$ cat config.mk
export PLATFORM = sky130hd
export DESIGN_NAME = base64_stream_encoder
export DESIGN_NICKNAME = d
export VERILOG_FILES = /design/src/rtl/b64e_pkg.sv /design/src/rtl/b64e_front.sv /design/src/rtl/b64e_fifo.sv /design/src/rtl/b64e_back.sv /design/src/rtl/base64_stream_encoder.sv
export SDC_FILE = /design/constraint.sdc
export NUM_CORES = 1
export LEC_CHECK = 0
export ABC_AREA = 1
export ABC_CLOCK_PERIOD_IN_PS = 9200
export BUFFER_PORTS_ARGS = -buffer_cell sky130_fd_sc_hd__buf_4
export CAP_MARGIN = 20
export CORE_UTILIZATION = 36
export CTS_CLUSTER_DIAMETER = 120
export DETAILED_ROUTE_END_ITERATION = 10
export GPL_ROUTABILITY_DRIVEN = 0
export GPL_TIMING_DRIVEN = 0
export PLACE_DENSITY = 0.47
export SLEW_MARGIN = 20
export SYNTH_ARGS = -nofsm -noshare
export SYNTH_HDL_FRONTEND = slang
export SYNTH_HIERARCHICAL = 1
export SYNTH_SLANG_ARGS = --single-unit
$ cat constraint.sdc
create_clock -name clk -period 9.2 [get_ports clk]
set_input_delay 0 -clock clk [delete_from_list [all_inputs] [get_ports clk]]
set_output_delay 0 -clock clk [all_outputs]
set_load 0.005 [all_outputs]
$ cat src/rtl/b64e_pkg.sv
package b64e_pkg;

  localparam logic [6:0] PAD_CHAR = 7'h3D;

  // '=' count for a group: none, one or two
  localparam logic [1:0] PAD_NONE = 2'd0;
  localparam logic [1:0] PAD_ONE  = 2'd1;
  localparam logic [1:0] PAD_TWO  = 2'd2;

  // Index of the last of the four character slots in a group
  localparam logic [1:0] LAST_SLOT = 2'd3;

  typedef struct packed {
    logic [23:0] triple;
    logic [1:0]  pad;
    logic        last;
  } group_t;

  // Standard base64 alphabet
  function automatic logic [6:0] b64_char(input logic [5:0] idx);
    logic [6:0] ch;
    if (idx < 6'd26) begin
      ch = 7'h41 + {1'b0, idx};
    end else if (idx < 6'd52) begin
      ch = 7'h61 + {1'b0, idx} - 7'd26;
    end else if (idx < 6'd62) begin
      ch = 7'h30 + {1'b0, idx} - 7'd52;
    end else if (idx == 6'd62) begin
      ch = 7'h2B;
    end else begin
      ch = 7'h2F;
    end
    return ch;
  endfunction

endpackage

$ cat src/rtl/b64e_front.sv
module b64e_front (
  input  logic              clk,
  input  logic              rst,
  input  logic              in_valid,
  input  logic [7:0]        data_byte,
  input  logic              end_of_message,
  output logic              grp_valid,
  output b64e_pkg::group_t  grp
);

  logic [1:0]  phase;
  logic [15:0] pending;
  logic [1:0]  phase_next;
  logic [15:0] pending_next;

  always_comb begin
    phase_next   = phase;
    pending_next = pending;
    grp_valid    = 1'b0;
    grp.triple   = {pending, data_byte};
    grp.pad      = b64e_pkg::PAD_NONE;
    grp.last     = end_of_message;
    case (phase)
      2'd1: begin
        if (end_of_message) begin
          grp_valid  = 1'b1;
          grp.triple = {pending[15:8], data_byte, 8'h00};
          grp.pad    = b64e_pkg::PAD_ONE;
          phase_next = 2'd0;
        end else begin
          pending_next = {pending[15:8], data_byte};
          phase_next   = 2'd2;
        end
      end
      2'd2: begin
        grp_valid  = 1'b1;
        phase_next = 2'd0;
      end
      default: begin
        // phase 0 (and the unreachable phase 3)
        if (end_of_message) begin
          grp_valid  = 1'b1;
          grp.triple = {data_byte, 16'h0000};
          grp.pad    = b64e_pkg::PAD_TWO;
          phase_next = 2'd0;
        end else begin
          pending_next = {data_byte, 8'h00};
          phase_next   = 2'd1;
        end
      end
    endcase
    if (!in_valid) begin
      grp_valid    = 1'b0;
      phase_next   = phase;
      pending_next = pending;
    end
  end

  always_ff @(posedge clk) begin
    if (rst) begin
      phase   <= 2'd0;
      pending <= 16'h0000;
    end else begin
      phase   <= phase_next;
      pending <= pending_next;
    end
  end

endmodule

$ cat src/rtl/b64e_fifo.sv
module b64e_fifo (
  input  logic              clk,
  input  logic              rst,
  input  logic              wr_en,
  input  b64e_pkg::group_t  wr_data,
  input  logic              rd_en,
  output b64e_pkg::group_t  rd_data,
  output logic              full,
  output logic              empty
);

  b64e_pkg::group_t mem [2];
  logic       wr_ptr;
  logic       rd_ptr;
  logic [1:0] count;

  assign full    = (count == 2'd2);
  assign empty   = (count == 2'd0);
  assign rd_data = mem[rd_ptr];

  always_ff @(posedge clk) begin
    if (wr_en) begin
      mem[wr_ptr] <= wr_data;
    end
  end

  always_ff @(posedge clk) begin
    if (rst) begin
      wr_ptr <= 1'b0;
      rd_ptr <= 1'b0;
      count  <= 2'd0;
    end else begin
      if (wr_en) begin
        wr_ptr <= ~wr_ptr;
      end
      if (rd_en) begin
        rd_ptr <= ~rd_ptr;
      end
      if (wr_en && !rd_en) begin
        count <= count + 2'd1;
      end else if (rd_en && !wr_en) begin
        count <= count - 2'd1;
      end
    end
  end

endmodule

$ cat src/rtl/b64e_back.sv
module b64e_back (
  input  logic              clk,
  input  logic              rst,
  input  logic              q_empty,
  input  b64e_pkg::group_t  q_data,
  output logic              q_pop,
  output logic              empty,
  input  logic              pop,
  output logic [6:0]        code_char,
  output logic              last_char
);

  b64e_pkg::group_t grp;
  logic       busy;
  logic [1:0] slot;
  logic [5:0] slice;
  logic [2:0] pad_edge;
  logic       done;

  assign empty = !busy;
  assign done  = pop && busy && (slot == b64e_pkg::LAST_SLOT);
  assign q_pop = !q_empty && (!busy || done);

  always_comb begin
    case (slot)
      2'd0:    slice = grp.triple[23:18];
      2'd1:    slice = grp.triple[17:12];
      2'd2:    slice = grp.triple[11:6];
      default: slice = grp.triple[5:0];
    endcase
  end

  // slot falls in the padding when slot + pad reaches four
  assign pad_edge  = {1'b0, slot} + {1'b0, grp.pad};
  assign code_char = pad_edge[2] ? b64e_pkg::PAD_CHAR : b64e_pkg::b64_char(slice);
  assign last_char = grp.last && (slot == b64e_pkg::LAST_SLOT);

  always_ff @(posedge clk) begin
    if (q_pop) begin
      grp <= q_data;
    end
  end

  always_ff @(posedge clk) begin
    if (rst) begin
      busy <= 1'b0;
      slot <= 2'd0;
    end else begin
      if (q_pop) begin
        busy <= 1'b1;
        slot <= 2'd0;
      end else if (done) begin
        busy <= 1'b0;
        slot <= 2'd0;
      end else if (pop && busy) begin
        slot <= slot + 2'd1;
      end
    end
  end

endmodule

$ cat src/rtl/base64_stream_encoder.sv
// A byte that closes a group puts its first character on the result ports once
//   the serializer loads the group; the three others follow as they are popped.
// Throughput: four characters per group at one character per cycle while pop is
//   held and a group is ready, so the serializer sets the sustained byte rate.
// Reset (rst, synchronous, active high) drops any held bytes and empties the
//   two-group queue and the output serializer.
module base64_stream_encoder (
  input  logic       clk,
  input  logic       rst,
  input  logic       push,
  output logic       full,
  input  logic [7:0] data_byte,
  input  logic       end_of_message,
  output logic       empty,
  input  logic       pop,
  output logic [6:0] code_char,
  output logic       last_char
);

  logic              in_take;
  logic              grp_valid;
  b64e_pkg::group_t  grp;
  logic              q_full;
  logic              q_empty;
  logic              q_pop;
  b64e_pkg::group_t  q_data;

  // Front end gathers bytes into groups; it stalls only while the queue is
  // full, so bytes keep flowing while the back end drains characters.
  assign full    = q_full;
  assign in_take = push && !q_full;

  b64e_front u_front (
    .clk            (clk),
    .rst            (rst),
    .in_valid       (in_take),
    .data_byte      (data_byte),
    .end_of_message (end_of_message),
    .grp_valid      (grp_valid),
    .grp            (grp)
  );

  // Two-group queue between gathering and serializing
  b64e_fifo u_fifo (
    .clk     (clk),
    .rst     (rst),
    .wr_en   (grp_valid),
    .wr_data (grp),
    .rd_en   (q_pop),
    .rd_data (q_data),
    .full    (q_full),
    .empty   (q_empty)
  );

  // Back end walks the four character slots of the held group; the next
  // group, if one is queued, loads on the same edge that pops the fourth character.
  b64e_back u_back (
    .clk       (clk),
    .rst       (rst),
    .q_empty   (q_empty),
    .q_data    (q_data),
    .q_pop     (q_pop),
    .empty     (empty),
    .pop       (pop),
    .code_char (code_char),
    .last_char (last_char)
  );

endmodule

Word-level counts from Yosys, hierarchy flattened
Memory sizes are Yosys's and may differ from the RTL's. A register that Yosys moved wholly into a read port is not among the register bits.
Cells that the tools add are included.
Operators by class
  $add $sub $neg: 9
  magnitude comparators: 3
  equality and inequality tests: 7
  multiplexer cells: 24
  bitwise logic cells: 5
  reduce and logical (&&, ||, !) cells: 20
Operators with widths (number)
  $pmux W26 S2: 1
  $pmux W16 S2: 1
  $mux W7: 4
  $mux W26: 1
  $mux W18: 1
  $pmux W6 S3: 1
  $mux W16: 1
  $add A7 B6 Y7 const A: 2
  $lt A6 B6 Y1 const B: 2
  $eq A2 B2 Y1 const B: 4
  $mux W1: 8
  $mux W8: 1
  $add A6 B6 Y7 const A: 1
  $logic_and A1 B1 Y1: 7
  $sub A7 B5 Y7 const B: 1
  $sub A7 B6 Y7 const B: 1
  $eq A6 B6 Y1 const B: 1
  $lt A6 B5 Y1 const B: 1
  $mux W2: 3
  $logic_not A1 Y1: 5
  $not A1 Y1: 5
  $add A2 B1 Y2 const B: 2
  $eq A2 B1 Y1 const B: 2
  $logic_not A2 Y1: 2
  other kinds (9): 10
Word-level totals
  register bits after elaboration: 25
  bits in writable memories: 54
  output and inout bits: 10
  logic and storage cells: 77
  memories: 1
Memories
  u_fifo.mem: depth 2, bits a word 27, rd ports 1, clocked after memory_dff 1, wr ports 1, line b64e_fifo.sv:12  | b64e_pkg::group_t mem [2];

Logic depth before layout (Yosys ltp)
Gate-level depths: netlist (run 1).
  word-level depth: 8
  gate-level depth with buffers: 16

By module
The synthesis (run 1) kept the hierarchy.
Modules (own cells, without submodules)
  b64e_fifo: times used 1, cells an instance 117, area each 2278.4 um^2, sequential area each 1721.7 um^2
  b64e_back: times used 1, cells an instance 188, area each 1834.3 um^2, sequential area each 870.8 um^2
  b64e_front: times used 1, cells an instance 249, area each 1400.1 um^2, sequential area each 360.3 um^2
  base64_stream_encoder: times used 1, cells an instance 2, area each 10.0 um^2, sequential area each 0.0 um^2

Worst setup path before layout (run 1)
Ideal clock, no wire load.
  path type: flip-flop to flip-flop
  start: reg u_back.slot[0]
  end: reg u_fifo.count[1]
  data arrival time: 2.947 ns
  data required time: 9.136 ns
  path slack: 6.189 ns
  stages on the path, launching flop included: 11
  path buffers: 0
  period minus slack after synthesis: 3.011 ns
  cell sequence: dfxtp_1 > ha_1 > nand3_1 > a21oi_1 > inv_1 > ha_1 > inv_1 > nand3_1 > nand2_1 > inv_1 > nor2_1
Between the ends
  longest elaborated chain between the ends: 7
  elaborated cells between the ends (all ways): 9
  classes of those cells: 1 x eq/ne; 1 x mux; 7 x reduce/logical
Ends and longest elaborated chain
  from (decl): line b64e_back.sv:15  | logic [1:0] slot;
  from (signal assigned): line b64e_back.sv:56  | slot <= slot + 2'd1;
  $eq A2 B2 Y1 (*): line b64e_back.sv:21  | assign done = pop && busy && (slot == b64e_pkg::LAST_SLOT);
  $logic_and A1 B1 Y1 (*): line b64e_back.sv:21
  $logic_or A1 B1 Y1 (*): line b64e_back.sv:22  | assign q_pop = !q_empty && (!busy || done);
  $logic_and A1 B1 Y1 (*): line b64e_back.sv:22
  via q_pop: line base64_stream_encoder.sv:25  | logic q_pop;
  $logic_not A1 Y1: line b64e_fifo.sv:39  | if (wr_en && !rd_en) begin
  $logic_and A1 B1 Y1: line b64e_fifo.sv:39
  $mux W2 / $reduce_bool A2 Y1 (equally long branches)
  to (signal assigned): line b64e_fifo.sv:40  | count <= count + 2'd1;
  to (signal assigned): line b64e_fifo.sv:42  | count <= count - 2'd1;
  to (decl): line b64e_fifo.sv:15  | logic [1:0] count;
Mark *: on every way through the listed nets, which the timed path passes. The rest lies on a longest branch.
A chain may end at the register's enable or synchronous reset.

Worst setup path after layout (run 1)
  start: reg u_back.slot[0]
  end: out code_char[4]
Between the ends
  longest elaborated chain between the ends: 8
  elaborated cells between the ends (all ways): 17
  classes of those cells: 6 x add/sub; 3 x order compare; 2 x eq/ne; 5 x mux; 1 x reduce/logical
Ends and longest elaborated chain
  $eq A2 B2 Y1, or another cell as far along: line b64e_back.sv:25  | case (slot)
  $pmux W6 S3: line b64e_back.sv:25
  $add A6 B6 Y7: line b64e_pkg.sv:27  | ch = 7'h30 + {1'b0, idx} - 7'd52;
  $sub A7 B6 Y7: line b64e_pkg.sv:27
  $mux W7: line b64e_pkg.sv:26  | end else if (idx < 6'd62) begin
  $mux W7: line b64e_pkg.sv:24  | end else if (idx < 6'd52) begin
  $mux W7: line b64e_pkg.sv:22  | if (idx < 6'd26) begin
  $mux W7 (*): line b64e_back.sv:35  | assign code_char = pad_edge[2] ? b64e_pkg::PAD_CHAR : b64e_pkg::b64_char(slice);
  to (decl): line base64_stream_encoder.sv:16  | output logic [6:0] code_char,
Every way passes the cells marked *; elsewhere a longest branch is shown, timed or not.

==> metrics.yaml, run 1 <==
outcome:
  outcome: "complete, no violations"
grt:
  grt_pass1_wl_mm: 18.9
  grt_pass1_vias: 3603
  antenna_found_initial: 0
  grt_max_degree: 29
  grt_util_all_layers: 0.154
  grt-ovfl-total: 0
sta:
  worst_slew_pin_slew_ps: 630
  slew_violations: 0
  setup_viol: 0
  setup-tns-final_ps: 0
  hold_viol: 0
  fin_skew_ps: 8.52
  maxSlewHeadroom: 0.580
  fin_crit_sh: 0.274
  period_needed_ps: 2520
  fmax_mhz: 397
  rsz0062_at_grt: "false"
worst_setup_path:
  worstPathArrival_ps: 2520
  crit_required_ps: 9200
  r2r_cells: 7
  endpoint_kind: "output port"
  critPathLaunchType: "flop"
  cpMostUsedCell: "nand2_1"
  cp_max_fo: 10
  critPathMaxStageDelay_ps: 450
  crit_cells: 16
  crit_family: "simple AND/OR/NAND/NOR gates"
  crit_chain: "ha_1 > inv_6 > nand2_1 > nor2_2 > nor2_4 > inv_2 > ha_1 > inv_1 > nand3_1 > nand2_1 > nand2_1 > nand3_1 > nand2_1 > nand2_1 > nand2_1 > buf_4"
  path_class: "reg2out"
  slowest_stage: "dfxtp_1"
  crit_buf_inv: 4
layout:
  syn2layout_area_growth_pct: 14.6
  antennaDiodeCount: 0
  final_common_cell: "nand2_1"
  mostFrequentLayoutCells: "nand2_1, edfxtp_1, nor2_1"
  drive_gt1_frac: 0.215
  layout.nets: 621
die:
  die_w_um: 126
  io_pins: 23
  rows: 44
  initial_core_util: 0.374
  core_um2: 14800
  dieArea_um2: 15800
  die_y_um: 126
placement:
  hpwl_mm: 8.46
  port_buffers: 22
route:
  drtIter0Drc: 129
  ant_nets: 0
  remaining_drc_errors: 0
  avgRoutedWirePerCell_um: 14.4
  detailedRoute.firstPassIterationCount: 4
  vias_per_cell: 4.72
  vias: 3707
  wirelength_mm: 11.3
power_and_ir_drop:
  power_w: 0.00174
  switching_share: 0.342
  powerDensity_nw_per_um2: 275
  comb_power_share: 0.386
  peakVddDrop_v: 0.000113
  p_int_w: 0.00114
  p_leak_nw: 2.59
  power.net_switching_w: 0.000594
  seqPwrFrac: 0.394
  p_clk_frac: 0.220
min_path:
  holdPathStages: 5
  holdCritPathClass: "in2reg"
clocking:
  htree_num_levels: 3
  cts_buffer_depth: 2
  cts.root.buffer_cell: "clkbuf_16"
  cts_tree: "built"
  cts_resized: 0
  post-cts-setup-buffers: 0
  cts.sinks: 107
  cts_buffers: 9
  cts_hold_buf: 5
  clkTransAtPathRegs_ps: 70
  clk_latency_ps: 340
yosys:
  synth-seq-area-share: 0.535
  yosysWarnings: 6
  synth_cell_types: 42
  synth_cells: 556
  syn_avg_cell_area_um2: 9.93
  ys_ff_latch: 107
  syn_nets: 581
  syn-cell-area_um2: 5520
flow_run:
  maxCapViolations: 0
## cells by family after synthesis
kind of cell / share of synthesized area
AO/OA/AOI/OAI: 0.0659
XOR/XNOR: 0.00793
adder cells (fa/ha/maj): 0.0272
buffers and inverters: 0.0634
flip-flops: 0.535
multiplexers: 0.0686
AND/OR/NAND/NOR: 0.232
## worst min-delay path, cell delays in order
cell and delay [ps]:
buf_4 140, nand2_1 50, inv_1 30, nand3_1 50, a21oi_1 60
## cell type report
| type | count | area [um^2] |
|---|---|---|
| fillers | 1430 | 8430 |
| flip-flops and latches | 107 | 2950 |
| multi-input cells | 375 | 2240 |
| repair buffers | 29 | 263 |
| well taps | 184 | 230 |
| clock buffers | 10 | 229 |
| inverters | 59 | 229 |
| plain buffers | 15 | 121 |
| clock inverters | 6 | 65.1 |
## path summary, 6_finish.rpt
check,from,to,slack [ps]
max,u_back/slot[0]$_SDFFE_PP0P_,code_char[4],6680
min,data_byte[6],u_front/pending[6]$_SDFFE_PP0P_,40
max reg2reg,u_fifo/count[0]$_SDFFE_PP0P_,u_fifo/mem[1][5]$_DFFE_PP_,7090
min reg2reg,u_front/phase[0]$_SDFFE_PP0P_,u_front/phase[0]$_SDFFE_PP0P_,490
## synthesized netlist by cell type
| cell type | n | area share |
|---|---|---|
| a21oi_1 | 36 | 0.033 |
| a21oi_2 | 3 | 0.0048 |
| a22oi_1 | 8 | 0.011 |
| a311oi_1 | 1 | 0.0016 |
| buf_1 | 1 | 0.00068 |
| buf_12 | 2 | 0.0072 |
| buf_2 | 5 | 0.0045 |
| buf_4 | 3 | 0.0041 |
| buf_6 | 2 | 0.0041 |
| clkbuf_1 | 2 | 0.0014 |
| clkinv_1 | 1 | 0.00068 |
| dfxtp_1 | 26 | 0.094 |
| edfxtp_1 | 81 | 0.44 |
| ha_1 | 12 | 0.027 |
| inv_1 | 48 | 0.033 |
| inv_2 | 8 | 0.0054 |
| inv_4 | 1 | 0.0011 |
| inv_6 | 1 | 0.0016 |
| mux2_2 | 7 | 0.014 |
| mux2_4 | 20 | 0.054 |
| nand2_1 | 161 | 0.11 |
| nand2_2 | 4 | 0.0045 |
| nand2_4 | 5 | 0.010 |
| nand3_1 | 28 | 0.025 |
| nand3_2 | 3 | 0.0054 |
| nand3_4 | 1 | 0.0032 |
| nand4_1 | 1 | 0.0011 |
| nand4_2 | 1 | 0.0023 |
| nor2_1 | 50 | 0.034 |
| nor2_2 | 6 | 0.0068 |
| nor2_4 | 8 | 0.016 |
| nor2_8 | 3 | 0.011 |
| nor3_1 | 3 | 0.0027 |
| o211ai_1 | 1 | 0.0014 |
| o21ai_0 | 1 | 0.00091 |
| o21ai_1 | 2 | 0.0018 |
| o21ai_2 | 1 | 0.0016 |
| o21bai_1 | 1 | 0.0014 |
| o21bai_4 | 2 | 0.0068 |
| o31ai_2 | 1 | 0.0023 |
| xnor2_1 | 2 | 0.0032 |
| xor2_1 | 3 | 0.0048 |
## registers in the layout, summed over array words and instances (netlist names), named ones only
signal	cells
u_back/slot	2
u_front/phase	2
u_fifo/wr_ptr	1
u_fifo/rd_ptr	1
u_fifo/count	2
u_back/grp	27
u_fifo/mem	54
u_back/busy	1
u_front/pending	16
## metrics by stage
step | instances | setup WS [ps] | instance area (um^2) | util | hold WS (ps)
finish | 785 | 6680 | 6330 | 0.429 | 38.8
global route | 785 | 6270 | 6330 | 0.429 | 65.5
floorplan | 556 | 6190 | 5520 | - | 69.1
global placement | 762 | 5270 | 5920 | 0.401 | 265
CTS | 785 | 6600 | 6330 | 0.429 | 23.4
detailed placement | 764 | 6980 | 5980 | 0.406 | 270
## layer usage
metal / GRT usage / wire, um
met1: 0.194 / 5270
met2: 0.266 / 5560
met3: 0.0183 / 174
met4: 0.0702 / 274
met5: 0 / 0
## power by group through the flow
stage | logic [W] | registers [W] | clock network (W)
final | 0.000671 | 0.000685 | 0.000382
after global routing | 0.000755 | 0.000695 | 0.000414
after CTS | 0.000682 | 0.000685 | 0.000395
after detailed placement | 0.000678 | 0.000696 | 0
after global placement | 0.000645 | 0.000698 | 0
after floorplan | 0.000481 | 0.000687 | 0
Power figures use the tool's default switching activity.
==> run 2: changes to the inputs <==
--- a/config.mk
+++ b/config.mk
@@ -6,7 +6,7 @@
 export NUM_CORES = 1
 export LEC_CHECK = 0
 export ABC_AREA = 1
-export ABC_CLOCK_PERIOD_IN_PS = 9200
+export ABC_CLOCK_PERIOD_IN_PS = 2050
 export BUFFER_PORTS_ARGS = -buffer_cell sky130_fd_sc_hd__buf_4
 export CAP_MARGIN = 20
 export CORE_UTILIZATION = 36
@@ -14,7 +14,7 @@
 export DETAILED_ROUTE_END_ITERATION = 10
 export GPL_ROUTABILITY_DRIVEN = 0
 export GPL_TIMING_DRIVEN = 0
-export PLACE_DENSITY = 0.47
+export PLACE_DENSITY = 0.49
 export SLEW_MARGIN = 20
 export SYNTH_ARGS = -nofsm -noshare
 export SYNTH_HDL_FRONTEND = slang
==> constraint.sdc (replaced) <==
create_clock -name clk -period 2.05 [get_ports clk]
set_input_delay 0 -clock clk [delete_from_list [all_inputs] [get_ports clk]]
set_output_delay 0 -clock clk [all_outputs]
set_load 0.005 [all_outputs]
==> run 2 against run 1 <==
Effect of this change: the run now ends with setup timing left; die area stayed put; critical path depth fell by 3; final area increased by 9.1%; clock power grew to 4.1 times the previous value; sequential cell count unchanged; core utilization is 3.9 points higher; final cell count rose by 4.5%; critical path type unchanged; global-route usage is 0.23 points higher; total power grew to 4.9 times the previous value.
==> metrics.yaml, run 2 (same netlist as run 1, synthesis figures left out) <==
die:
  dieArea_um2: 15800  # unchanged
  initial_core_util: 0.374  # unchanged
  die_y_um: 126  # unchanged
  io_pins: 23  # unchanged
  core_um2: 14800  # unchanged
  rows: 44  # unchanged
  die_w_um: 126  # unchanged
layout:
  top_register: "u_fifo/mem"
  final_util: 0.468  # +0.0390
  final_common_cell: "nand2_1"
  final_cell_area_um2: 6900  # +9.1%
  syn2layout_area_growth_pct: 25.0
  drive_gt1_frac: 0.327  # +0.112
  largestRegisters: "u_fifo/mem: 54 flops, u_back/grp: 27 flops, u_front/pending: 16 flops"
  instances_no_fill: 820  # +4.5%
  antennaDiodeCount: 0  # unchanged
  largest_reg_flops: 54  # unchanged
  mostFrequentLayoutCells: "nand2_1, edfxtp_1, buf_4"
  fillers: 1373  # -4.0%
  layout.nets: 656  # +5.6%
sta:
  period_needed_ps: 2200
  worst_slew_pin_slew_ps: 710  # +80.4 ps
  fin_skew_ps: 12.6  # +4.07 ps
  fmax_mhz: 455
  maxSlewHeadroom: 0.525  # -0.0547
  finalWorstSetupSlack_ps: -149  # -6830 ps
  fin_crit_sh: 1.07
  rsz0062_at_grt: "true"
  hold_viol: 0  # unchanged
  slew_violations: 0  # unchanged
  whs_ps: 30.3  # -8.43 ps
  setup_viol: 7  # +7
clocking:
  clkTransAtPathRegs_ps: 70  # about the same
  cts.sinks: 107  # unchanged
  cts_tree: "built"
  clk_latency_ps: 340  # about the same
  cts_buffer_depth: 2  # unchanged
  cts_buffers: 9  # unchanged
  cts.root.buffer_cell: "clkbuf_16"
  htree_num_levels: 3  # unchanged
placement:
  hpwl_mm: 8.28  # -2.2%
  place_inst: 763  # -0.13%
  port_buffers: 22  # unchanged
  dpl-instance-area_um2: 5960  # -0.44%
route:
  vias_per_cell: 4.73  # +0.12%
  ant_nets: 0  # unchanged
  remaining_drc_errors: 0  # unchanged
  vias: 3877  # +4.6%
  detailedRoute.firstPassIterationCount: 5  # +1
  drtIter0Drc: 191  # +48%
  avgRoutedWirePerCell_um: 14.6  # +1.8%
  wirelength_mm: 12.0  # +6.4%
min_path:
  holdPathStages: 5  # unchanged
  hp-start: "data_byte[6]"
  holdCritPathClass: "in2reg"
worst_setup_path:
  worstPathArrival_ps: 2200  # -320 ps
  crit_cells: 13  # -3
  r2r_cells: 11  # +4
  rrSetupSlack_ps: 160  # -6930 ps
  critPathLaunchType: "flop"
  cp_max_fo: 6  # -4
  crit_path_start: "u_back/slot[1]$_SDFFE_PP0P_"
  r2r_start: "u_back/slot[1]$_SDFFE_PP0P_"
  crit_buf_inv: 2  # -2
  slowest_stage: "dfxtp_4"
  crit_family: "simple AND/OR/NAND/NOR gates"
  endpoint_kind: "output port"
  critPathMaxStageDelay_ps: 410  # -40 ps
  crit_chain: "inv_4 > ha_4 > nand2_2 > nand2_2 > nor2_4 > nor2_4 > ha_4 > a21oi_4 > nand2_4 > nand3_2 > nor2_2 > nor2_1 > buf_4"
  path_class: "reg2out"
  crit_required_ps: 2050  # -7150 ps
grt:
  antenna_found_initial: 0  # unchanged
  grt_util_all_layers: 0.156  # +0.00228
  grt_pass1_vias: 3744  # +3.9%
  grt_max_degree: 19  # -34%
  grt_pass1_wl_mm: 19.0  # +0.77%
  grt-ovfl-total: 0  # unchanged
power_and_ir_drop:
  power_w: 0.00847  # +390%
  powerDensity_nw_per_um2: 1230  # +350%
  p_leak_nw: 2.76  # +6.7%
  peakVddDrop_v: 0.000437  # +280%
outcome:
  violations: "setup timing"
  outcome: "finished with violations"
flow_run:
  maxCapViolations: 0  # unchanged
==> run 2: cell type report <==
type	instances	area, um^2	area share
repair buffers	61	531	0.0768
clock buffers	11	233	0.0337
well taps	184	230	0.0333
multi-input cells	378	2540	0.368
flip-flops and latches	107	2960	0.429
clock inverters	5	40.0	0.00580
inverters	59	250	0.0362
plain buffers	15	121	0.0176
==> run 2: stage by stage <==
step / setup WS [ps] / setup TNS [ps]
after detailed placement: -445 / -12170
after CTS: -126 / -701
after global placement: -403 / -16710
final: -149 / -643
after floorplan: -8.68 / -8.68
after global routing: -274 / -1630
==> run 2: worst min-delay path: cells and delay by family <==
family / cells / cell delay, ps
buf+inv: 2 / 160
compound gates: 1 / 60
simple gates: 2 / 100
==> run 2: final timing paths <==
check / endpoint
setup / recovery: code_char[2]
hold / removal: u_front/pending[6]$_SDFFE_PP0P_
setup reg to reg: u_fifo/count[1]$_SDFFE_PP0P_
hold reg to reg: u_front/phase[0]$_SDFFE_PP0P_
==> run 2: what timing repair did <==
item	4_1_cts	5_1_grt
pin swaps	29	29
gates resized for setup	45	36
setup endpoints to repair	63	51
hold buffers	5	0
cloned	3	0
hold endpoints to repair	12	0
buffers inserted	27	6
==> run 2: per-layer routing <==
layer	up-vias	share of wire	global-route usage
met5	-	0	0
met4	0	0.017	0.0595
met3	16	0.026	0.0208
met2	71	0.54	0.292
met1	1796	0.42	0.181
li1	1994	-	-
==> run 2: power by group <==
| group | switching [W] | leakage [nW] | internal (W) | total (W) |
|---|---|---|---|---|
| logic | 0.00206 | 1.66 | 0.00172 | 0.00378 |
| clock network | 0.000744 | 0.130 | 0.000832 | 0.00158 |
| registers | 0.000220 | 0.975 | 0.00289 | 0.00311 |
| total | 0.00302 | 2.76 | 0.00545 | 0.00847 |
